File: src/design/macd_pkg.sv
package macd_pkg;

   // configured periods are 8-bit day counts
   localparam int DAYS_BITS    = 8;
   localparam int CSR_IDX_BITS = 2;

   // csr register indexes
   localparam logic [CSR_IDX_BITS-1:0] CSR_SHORT_DAYS  = 2'd0;
   localparam logic [CSR_IDX_BITS-1:0] CSR_LONG_DAYS   = 2'd1;
   localparam logic [CSR_IDX_BITS-1:0] CSR_SIGNAL_DAYS = 2'd2;

   // reset periods
   localparam logic [DAYS_BITS-1:0] SHORT_DAYS_RST  = 8'd12;
   localparam logic [DAYS_BITS-1:0] LONG_DAYS_RST   = 8'd26;
   localparam logic [DAYS_BITS-1:0] SIGNAL_DAYS_RST = 8'd9;

   typedef enum logic [2:0] {
      ST_IDLE,
      ST_PRICE,
      ST_DIFF,
      ST_SIGNAL,
      ST_FINISH
   } macd_state_type;

   typedef enum logic [1:0] {
      EMA_IDLE,
      EMA_MUL,
      EMA_DIV
   } ema_phase_type;

   // start strobe plus weight (N-1) and divisor (N+1) for one average update
   typedef struct packed {
      logic                 start;
      logic [DAYS_BITS-1:0] mul;
      logic [DAYS_BITS:0]   div;
   } ema_cmd_type;

   // period 0 behaves as period 1
   function automatic ema_cmd_type ema_cmd(input logic start, input logic [DAYS_BITS-1:0] days);
      ema_cmd_type          c;
      logic [DAYS_BITS-1:0] n;
      n       = (days == '0) ? DAYS_BITS'(1) : days;
      c.start = start;
      c.mul   = n - DAYS_BITS'(1);
      c.div   = {1'b0, n} + (DAYS_BITS + 1)'(1);
      return c;
   endfunction

endpackage

File: src/design/macd_ema_unit.sv
// Bit-serial EMA update: q = floor((2*x + mul*e) / div).
// MUL phase builds the numerator LSB first, DIV phase is a restoring divide MSB first.
module macd_ema_unit #(
   parameter int W = 49
) (
   input  logic                   clock,
   input  logic                   reset,
   input  macd_pkg::ema_cmd_type  cmd,
   input  logic [W-1:0]           x_in,
   input  logic [W-1:0]           e_in,
   output logic                   done,
   output logic [W-1:0]           q
);

   localparam int DB = macd_pkg::DAYS_BITS;
   localparam int NW = W + DB;            // numerator width
   localparam int CW = $clog2(NW);
   localparam int KB = 4;                 // column carry

   macd_pkg::ema_phase_type phase_ff, phase_in;

   logic [CW-1:0] cnt_ff, cnt_in;
   logic [W-1:0]  e_sr_ff, e_sr_in;
   logic [W-1:0]  x_sr_ff, x_sr_in;
   logic          x_prev_ff, x_prev_in;
   logic [DB-2:0] win_ff, win_in;
   logic [KB-1:0] carry_ff, carry_in;
   logic [NW-1:0] num_ff, num_in;
   logic [DB:0]   rem_ff, rem_in;
   logic [DB-1:0] mul_ff, mul_in;
   logic [DB:0]   div_ff, div_in;
   logic          done_ff, done_in;

   logic [DB-1:0] win_all;
   logic [KB:0]   col;
   logic [DB+1:0] trial;
   logic [DB+1:0] trial_sub;
   logic          ge;

   // next phase
   always_comb begin
      phase_in = phase_ff;
      unique case (phase_ff)
         macd_pkg::EMA_IDLE: begin
            if (cmd.start) phase_in = macd_pkg::EMA_MUL;
         end
         macd_pkg::EMA_MUL: begin
            if (cnt_ff == '0) phase_in = macd_pkg::EMA_DIV;
         end
         macd_pkg::EMA_DIV: begin
            if (cnt_ff == '0) phase_in = macd_pkg::EMA_IDLE;
         end
         default: phase_in = macd_pkg::EMA_IDLE;
      endcase
   end

   // datapath
   always_comb begin
      win_all   = {win_ff, e_sr_ff[0]};
      col       = (KB+1)'(carry_ff) + (KB+1)'(x_prev_ff);
      for (int k = 0; k < DB; k++) begin
         col = col + (KB+1)'(mul_ff[k] & win_all[k]);
      end
      trial     = {rem_ff, num_ff[NW-1]};
      ge        = trial >= {1'b0, div_ff};
      trial_sub = trial - {1'b0, div_ff};

      cnt_in    = cnt_ff;
      e_sr_in   = e_sr_ff;
      x_sr_in   = x_sr_ff;
      x_prev_in = x_prev_ff;
      win_in    = win_ff;
      carry_in  = carry_ff;
      num_in    = num_ff;
      rem_in    = rem_ff;
      mul_in    = mul_ff;
      div_in    = div_ff;
      done_in   = 1'b0;

      unique case (phase_ff)
         macd_pkg::EMA_IDLE: begin
            if (cmd.start) begin
               e_sr_in   = e_in;
               x_sr_in   = x_in;
               x_prev_in = 1'b0;
               win_in    = '0;
               carry_in  = '0;
               mul_in    = cmd.mul;
               div_in    = cmd.div;
               cnt_in    = CW'(NW - 1);
            end
         end
         macd_pkg::EMA_MUL: begin
            // column i sums mul[k]*e[i-k] plus x[i-1] (the 2*x term) plus carry
            e_sr_in   = e_sr_ff >> 1;
            x_sr_in   = x_sr_ff >> 1;
            x_prev_in = x_sr_ff[0];
            win_in    = win_all[DB-2:0];
            carry_in  = col[KB:1];
            num_in    = {col[0], num_ff[NW-1:1]};
            cnt_in    = cnt_ff - CW'(1);
            if (cnt_ff == '0) begin
               cnt_in = CW'(NW - 1);
               rem_in = '0;
            end
         end
         macd_pkg::EMA_DIV: begin
            rem_in  = ge ? trial_sub[DB:0] : trial[DB:0];
            num_in  = {num_ff[NW-2:0], ge};
            cnt_in  = cnt_ff - CW'(1);
            done_in = (cnt_ff == '0);
         end
         default: ;
      endcase
   end

   always_ff @(posedge clock) begin
      if (reset) begin
         phase_ff <= macd_pkg::EMA_IDLE;
         done_ff  <= 1'b0;
      end else begin
         phase_ff <= phase_in;
         done_ff  <= done_in;
      end
      cnt_ff    <= cnt_in;
      e_sr_ff   <= e_sr_in;
      x_sr_ff   <= x_sr_in;
      x_prev_ff <= x_prev_in;
      win_ff    <= win_in;
      carry_ff  <= carry_in;
      num_ff    <= num_in;
      rem_ff    <= rem_in;
      mul_ff    <= mul_in;
      div_ff    <= div_in;
   end

   assign done = done_ff;
   assign q    = num_ff[W-1:0];

endmodule

File: src/design/macd_ema_indicator.sv
// Processing time per beat is set by two passes (multiply, divide) of a bit-serial EMA unit,
//   run twice in turn; a beat that starts a series skips the unit passes.
// A new beat is taken only once the previous one has loaded the response register.
// Reset (synchronous, active high): periods to 12/26/9, all averages to zero,
//   result channel empty.
module macd_ema_indicator #(
   parameter int PRICE_BITS = 32,
   parameter int FRAC_BITS  = 16
) (
   input  logic                                   clock,
   input  logic                                   reset,
   // configuration
   input  logic                                   csr_write,
   input  logic [macd_pkg::CSR_IDX_BITS-1:0]      csr_index,
   input  logic [macd_pkg::DAYS_BITS-1:0]         csr_wdata,
   // request beats
   input  logic                                   req_valid,
   output logic                                   req_stall,
   input  logic [PRICE_BITS-1:0]                  req_price,
   input  logic                                   req_first_of_series,
   // response beats
   output logic                                   rsp_valid,
   input  logic                                   rsp_stall,
   output logic [PRICE_BITS+FRAC_BITS-1:0]        rsp_short_avg,
   output logic [PRICE_BITS+FRAC_BITS-1:0]        rsp_long_avg,
   output logic signed [PRICE_BITS+FRAC_BITS:0]   rsp_diff_value,
   output logic signed [PRICE_BITS+FRAC_BITS:0]   rsp_dea_value,
   output logic signed [PRICE_BITS+FRAC_BITS+2:0] rsp_macd_value
);

   localparam int DB        = macd_pkg::DAYS_BITS;
   localparam int AVG_BITS  = PRICE_BITS + FRAC_BITS;
   localparam int SIG_BITS  = AVG_BITS + 1;
   localparam int MACD_BITS = AVG_BITS + 3;

   // Flow per beat:
   //   IDLE   take beat; start short and long EMA units side by side
   //   PRICE  wait for both units, capture the new price averages
   //   DIFF   DIFF = short - long; start signal EMA on the shared unit
   //   SIGNAL wait for it, capture DEA
   //   FINISH form MACD and load the response register once it is free
   // A series start skips both unit passes: averages take the price, DEA takes DIFF (zero).

   macd_pkg::macd_state_type state_ff, state_in;

   logic [DB-1:0]       cfg_short_ff, cfg_short_in;
   logic [DB-1:0]       cfg_long_ff, cfg_long_in;
   logic [DB-1:0]       cfg_signal_ff, cfg_signal_in;

   logic [AVG_BITS-1:0] short_ff, short_in;
   logic [AVG_BITS-1:0] long_ff, long_in;
   logic [SIG_BITS-1:0] dea_ff, dea_in;
   logic [SIG_BITS-1:0] diff_ff, diff_in;
   logic                first_ff, first_in;

   logic                 rsp_valid_ff, rsp_valid_in;
   logic [AVG_BITS-1:0]  rsp_short_ff, rsp_short_in;
   logic [AVG_BITS-1:0]  rsp_long_ff, rsp_long_in;
   logic [SIG_BITS-1:0]  rsp_diff_ff, rsp_diff_in;
   logic [SIG_BITS-1:0]  rsp_dea_ff, rsp_dea_in;
   logic [MACD_BITS-1:0] rsp_macd_ff, rsp_macd_in;

   logic                  accept;
   logic                  load;
   logic [SIG_BITS-1:0]   x_price;
   logic [SIG_BITS-1:0]   diff_w;
   logic [MACD_BITS-1:0]  diff_ext;
   logic [MACD_BITS-1:0]  dea_ext;

   macd_pkg::ema_cmd_type cmd_a, cmd_b;
   logic [SIG_BITS-1:0]   x_a, e_a, q_a;
   logic [SIG_BITS-1:0]   q_b;
   logic                  done_a, done_b;

   assign accept  = req_valid && !req_stall;
   assign load    = (state_ff == macd_pkg::ST_FINISH) && (!rsp_valid_ff || !rsp_stall);
   assign x_price = SIG_BITS'(req_price) << FRAC_BITS;
   assign diff_w  = {1'b0, short_ff} - {1'b0, long_ff};
   assign diff_ext = {{2{diff_ff[SIG_BITS-1]}}, diff_ff};
   assign dea_ext  = {{2{dea_ff[SIG_BITS-1]}}, dea_ff};

   // Unit A is shared: short EMA first, then the signal EMA.
   // DEA runs biased by 2^AVG_BITS so the divide sees unsigned operands; in
   // SIG_BITS that bias is just the top bit inverted, and it comes out unchanged.
   always_comb begin
      if (state_ff == macd_pkg::ST_IDLE) begin
         cmd_a = macd_pkg::ema_cmd(accept && !req_first_of_series, cfg_short_ff);
         x_a   = x_price;
         e_a   = {1'b0, short_ff};
      end else begin
         cmd_a = macd_pkg::ema_cmd((state_ff == macd_pkg::ST_DIFF) && !first_ff, cfg_signal_ff);
         x_a   = {~diff_w[SIG_BITS-1], diff_w[SIG_BITS-2:0]};
         e_a   = {~dea_ff[SIG_BITS-1], dea_ff[SIG_BITS-2:0]};
      end
      cmd_b = macd_pkg::ema_cmd(accept && !req_first_of_series, cfg_long_ff);
   end

   macd_ema_unit #(
      .W (SIG_BITS)
   ) u_ema_a (
      .clock (clock),
      .reset (reset),
      .cmd   (cmd_a),
      .x_in  (x_a),
      .e_in  (e_a),
      .done  (done_a),
      .q     (q_a)
   );

   macd_ema_unit #(
      .W (SIG_BITS)
   ) u_ema_b (
      .clock (clock),
      .reset (reset),
      .cmd   (cmd_b),
      .x_in  (x_price),
      .e_in  ({1'b0, long_ff}),
      .done  (done_b),
      .q     (q_b)
   );

   // next state
   always_comb begin
      state_in = state_ff;
      unique case (state_ff)
         macd_pkg::ST_IDLE: begin
            if (accept) state_in = req_first_of_series ? macd_pkg::ST_DIFF : macd_pkg::ST_PRICE;
         end
         macd_pkg::ST_PRICE: begin
            if (done_a && done_b) state_in = macd_pkg::ST_DIFF;
         end
         macd_pkg::ST_DIFF: begin
            state_in = first_ff ? macd_pkg::ST_FINISH : macd_pkg::ST_SIGNAL;
         end
         macd_pkg::ST_SIGNAL: begin
            if (done_a) state_in = macd_pkg::ST_FINISH;
         end
         macd_pkg::ST_FINISH: begin
            if (load) state_in = macd_pkg::ST_IDLE;
         end
         default: state_in = macd_pkg::ST_IDLE;
      endcase
   end

   // datapath and outputs
   always_comb begin
      short_in     = short_ff;
      long_in      = long_ff;
      dea_in       = dea_ff;
      diff_in      = diff_ff;
      first_in     = first_ff;
      rsp_short_in = rsp_short_ff;
      rsp_long_in  = rsp_long_ff;
      rsp_diff_in  = rsp_diff_ff;
      rsp_dea_in   = rsp_dea_ff;
      rsp_macd_in  = rsp_macd_ff;

      unique case (state_ff)
         macd_pkg::ST_IDLE: begin
            if (accept) begin
               first_in = req_first_of_series;
               if (req_first_of_series) begin
                  short_in = x_price[AVG_BITS-1:0];
                  long_in  = x_price[AVG_BITS-1:0];
               end
            end
         end
         macd_pkg::ST_PRICE: begin
            if (done_a && done_b) begin
               short_in = q_a[AVG_BITS-1:0];
               long_in  = q_b[AVG_BITS-1:0];
            end
         end
         macd_pkg::ST_DIFF: begin
            diff_in = diff_w;
            if (first_ff) dea_in = diff_w;
         end
         macd_pkg::ST_SIGNAL: begin
            if (done_a) dea_in = {~q_a[SIG_BITS-1], q_a[SIG_BITS-2:0]};
         end
         macd_pkg::ST_FINISH: begin
            if (load) begin
               rsp_short_in = short_ff;
               rsp_long_in  = long_ff;
               rsp_diff_in  = diff_ff;
               rsp_dea_in   = dea_ff;
               rsp_macd_in  = (diff_ext - dea_ext) << 1;
            end
         end
         default: ;
      endcase

      rsp_valid_in = load || (rsp_valid_ff && rsp_stall);
   end

   // csr writes; indexes past the list are dropped
   always_comb begin
      cfg_short_in  = cfg_short_ff;
      cfg_long_in   = cfg_long_ff;
      cfg_signal_in = cfg_signal_ff;
      if (csr_write) begin
         unique case (csr_index)
            macd_pkg::CSR_SHORT_DAYS:  cfg_short_in  = csr_wdata;
            macd_pkg::CSR_LONG_DAYS:   cfg_long_in   = csr_wdata;
            macd_pkg::CSR_SIGNAL_DAYS: cfg_signal_in = csr_wdata;
            default: ;
         endcase
      end
   end

   always_ff @(posedge clock) begin
      if (reset) begin
         state_ff      <= macd_pkg::ST_IDLE;
         cfg_short_ff  <= macd_pkg::SHORT_DAYS_RST;
         cfg_long_ff   <= macd_pkg::LONG_DAYS_RST;
         cfg_signal_ff <= macd_pkg::SIGNAL_DAYS_RST;
         short_ff      <= '0;
         long_ff       <= '0;
         dea_ff        <= '0;
         rsp_valid_ff  <= 1'b0;
      end else begin
         state_ff      <= state_in;
         cfg_short_ff  <= cfg_short_in;
         cfg_long_ff   <= cfg_long_in;
         cfg_signal_ff <= cfg_signal_in;
         short_ff      <= short_in;
         long_ff       <= long_in;
         dea_ff        <= dea_in;
         rsp_valid_ff  <= rsp_valid_in;
      end
      diff_ff      <= diff_in;
      first_ff     <= first_in;
      rsp_short_ff <= rsp_short_in;
      rsp_long_ff  <= rsp_long_in;
      rsp_diff_ff  <= rsp_diff_in;
      rsp_dea_ff   <= rsp_dea_in;
      rsp_macd_ff  <= rsp_macd_in;
   end

   // one beat in flight at a time
   assign req_stall      = (state_ff != macd_pkg::ST_IDLE);
   assign rsp_valid      = rsp_valid_ff;
   assign rsp_short_avg  = rsp_short_ff;
   assign rsp_long_avg   = rsp_long_ff;
   assign rsp_diff_value = rsp_diff_ff;
   assign rsp_dea_value  = rsp_dea_ff;
   assign rsp_macd_value = rsp_macd_ff;

endmodule

File: config.mk
export PLATFORM = sky130hd
export DESIGN_NAME = macd_ema_indicator
export DESIGN_NICKNAME = d
export VERILOG_FILES = /design/src/design/macd_pkg.sv /design/src/design/macd_ema_unit.sv /design/src/design/macd_ema_indicator.sv
export SDC_FILE = /design/constraint.sdc
export NUM_CORES = 2
export LEC_CHECK = 0
export BUFFER_PORTS_ARGS = -buffer_cell sky130_fd_sc_hd__buf_2
export CAP_MARGIN = 0
export CORE_ASPECT_RATIO = 1.1
export CORE_UTILIZATION = 30
export CTS_CLUSTER_SIZE = 10
export DETAILED_ROUTE_END_ITERATION = 10
export SYNTH_ARGS = -nofsm -noshare
export SYNTH_HDL_FRONTEND = slang
export SYNTH_SLANG_ARGS = --single-unit
File: constraint.sdc
create_clock -name clock -period 38.2 [get_ports clock]
set_input_delay 1.91 -clock clock [delete_from_list [all_inputs] [get_ports clock]]
set_output_delay 1.91 -clock clock [all_outputs]
set_load 0.05 [all_outputs]
==> metrics.cfg <==
[floorplanning]
io_pins = 295
core_area_um2 = 133000
placementRows = 140
start_util_pct = 30.4
die_w_um = 352
die_area_um2 = 136000
die_y_um = 387

[route]
antenna_left = 0
drtIter0Drc = 2081
firstDrtPassIters = 6
avgRoutedWirePerCell_um = 20.5
viasPerCell = 4.98
drc = 0
drt-total-wl_um = 112000
vias = 27300

[critical_path]
end_kind = register
crit_required_ps = 38640
path_buf_inv = 1
cp.arrival_ps = 4790
crit_fanout = 5
cp-start-kind = register
r2r-start = dea_ff[5]
critical_path_class = reg -> reg
cp_slowest_cell = a21oi_1
worstReg2RegEnd = rsp_macd_value[43]
cpPeakStageDelay_ps = 570
rrSetupSlack_ps = 33860
r2r_cells = 12
cp_cell_sequence = inv_1, ha_1, a21o_1, or3_1, o22ai_1, o221ai_1, nor3_1, o21ai_1, a21oi_1, and2_1, o21ai_0, xnor2_1
cp_top_family = compound AO/OA/AOI/OAI gates

[timing]
holdWs_ps = 451
fin_crit_sh_pct = 11.4
slew_headroom_pct = 24.4
hold_viol_final = 0
slew_viol_final = 0
final.min_clock_period_ps = 4340
setup_viol = 0
tns_ps = 0
tightest_slew_ps = 1130
rsz0062_at_grt = false
max_freq_mhz = 230
skew_ps = 57.5

[place]
dp_hpwl_um = 78700
dp_cells = 5276
place_congestion = 0.974
port_buffers = 293

[layout]
area_delta_synth_final_pct = 16.0
final_cells = 5475
nNetsFinal = 3808
drive_gt1_share_pct = 16.9

[synthesis]
yosys_warnings = 0
post_synth.cell_area_avg_um2 = 12.1
synth_top_family_by_area = compound AO/OA/AOI/OAI gates
netlist_top_cells_area = edfxtp_1 (51%), dfxtp_1 (8.9%), ha_1 (4.4%)
synth_top_area_share_pct = 51.2
ys_types = 76
ys.flop_type = edfxtp_1
yosysTopAreaCell = edfxtp_1
synth_simple_gate_area_share_pct = 9.49
syn_inst = 3348
synth_async_sr_flop_share_pct = 0
syn_nets = 3554
netlist_area_um2 = 40400
ys_seq_area_share_pct = 60.0
ys_seq_elements = 867
synthXorXnorAreaFrac_pct = 2.84
synth_fa_ha_area_share_pct = 5.19
synth-edff-count = 688
synth_compound_area_share_pct = 12.2
synth.area.mux_share_pct = 6.75

[power]
p_leak_nw = 16.9
p_per_area_nw_per_um2 = 54.9
ir_drop_uv = 39.8

[global_routing]
track_usage_pct = 16.2
grt_pass1_wl_um = 168000
grt_pass1_vias = 26700
grt.overflow.total = 0
grt_max_degree = 89
antenna_found_initial = 36

[min_path]
min_path_type = reg -> reg
hold_depth = 0
whs_endpoint = rsp_long_avg[47]
hp-start = long_ff[47]

[clock_network]
h-tree-depth = 3
numCtsBuffers = 99
cts_setup_buffers = 0
cts_sinks = 867
clk_latency_ps = 720
clockRootBuffer = clkbuf_16
cts_hold_buffers = 0
cts_resized = 0
cts_tree = yes
path_clk_slew_ps = 60
cts_buffer_depth = 3

[run]
maxCapViolations = 0

[run_status]
status = finished, final reports clean

-- cells in the mapped netlist (87+ instances only) --
cell type and n:
a211oi_1 117, a21oi_1 165, clkbuf_1 152, dfxtp_1 179, edfxtp_1 688, ha_1 142
inv_1 200, mux2_2 145, mux2i_1 109, nand2_1 291, nor2_1 188, o21ai_0 202
xnor2_1 87
-- state kept, by name, indices dropped and copies added (netlist names), 9 cells and up --
signal	count
u_ema_a.div_ff	9
u_ema_b.rem_ff	9
rsp_short_avg	48
u_ema_a.rem_ff	9
rsp_macd_value	50
dea_ff	49
short_ff	48
u_ema_a.x_sr_ff	49
u_ema_b.e_sr_ff	48
u_ema_b.div_ff	9
rsp_diff_value	49
rsp_dea_value	49
long_ff	48
u_ema_b.x_sr_ff	48
u_ema_b.num_ff	57
u_ema_a.e_sr_ff	49
rsp_long_avg	48
u_ema_a.num_ff	57
diff_ff	49
-- kinds of logic after synthesis --
| group | count (synthesis) |
|---|---|
| other | 1 |
| flip-flops | 867 |
| AO/OA/AOI/OAI | 755 |
| AND/OR/NAND/NOR | 809 |
| multiplexers | 254 |
| buffers and inverters | 373 |
| XOR/XNOR | 131 |
| adder cells (fa/ha/maj) | 158 |
-- cells in the final DEF, fill, tap and decap left out, drive strengths merged, types with 119 or more instances in the layout --
cell    count
a211oi    119
a21oi     165
buf       326
clkbuf    177
dfxtp     179
edfxtp    688
ha        142
inv       204
mux2      145
nand2     291
nor2      188
o21ai     210
-- worst max-delay path by stage --
| stage | start | to | slack [ps] | cells past startpoint |
|---|---|---|---|---|
| 6_report | dea_ff[5] | rsp_macd_value[43] | 33860 | 12 |
| 5_1_grt | dea_ff[5] | rsp_macd_value[43] | 33600 | 12 |
| 4_1_cts | dea_ff[5] | rsp_macd_value[47] | 33710 | 12 |
| 3_5_place_dp | req_valid | u_ema_a.e_sr_ff[48] | 33260 | 8 |
| 3_3_place_gp | req_valid | u_ema_a.e_sr_ff[48] | 33300 | 8 |
| 2_1_floorplan | rsp_stall | rsp_dea_value[0] | 23650 | 1 |
-- layer usage --
| layer | track usage (%) | part of all wire [%] |
|---|---|---|
| met1 | 21.3 | 43 |
| met5 | 0 | 0.21 |
| met2 | 26.2 | 47 |
| met4 | 5.60 | 2.7 |
| met3 | 3.36 | 7.0 |
-- stage by stage --
stage          util (%)  power [mW]  setup slack [ps]  instance area (um2)
3_3_place_gp       32.9        1.68             33300                43800
5_1_grt            35.2        2.68             33600                46800
3_5_place_dp       32.9        1.69             33260                43800
6_report           35.2        2.57             33860                46800
2_1_floorplan         -        1.54             23650                40400
4_1_cts            35.2        2.59             33710                46800
-- where the power goes --
group	internal [mW]	switching, mW	total, mW
logic	0.172	0.325	0.497
clock network	0.505	0.390	0.895
registers	1.13	0.0452	1.18
-- cell type report --
cell class                      count  area (um2)
Clock inverter                     10         174
Inverter                          200         751
Timing Repair Buffer              326        1720
Fill cell                       13100       86100
Multi-Input combinational cell   2108       14900
Clock buffer                      177        2840
Antenna cell                       12        30.0
Sequential cell                   867       24200
Tap cell                         1775        2220
No activity file was read; power rests on OpenSTA's default activity.
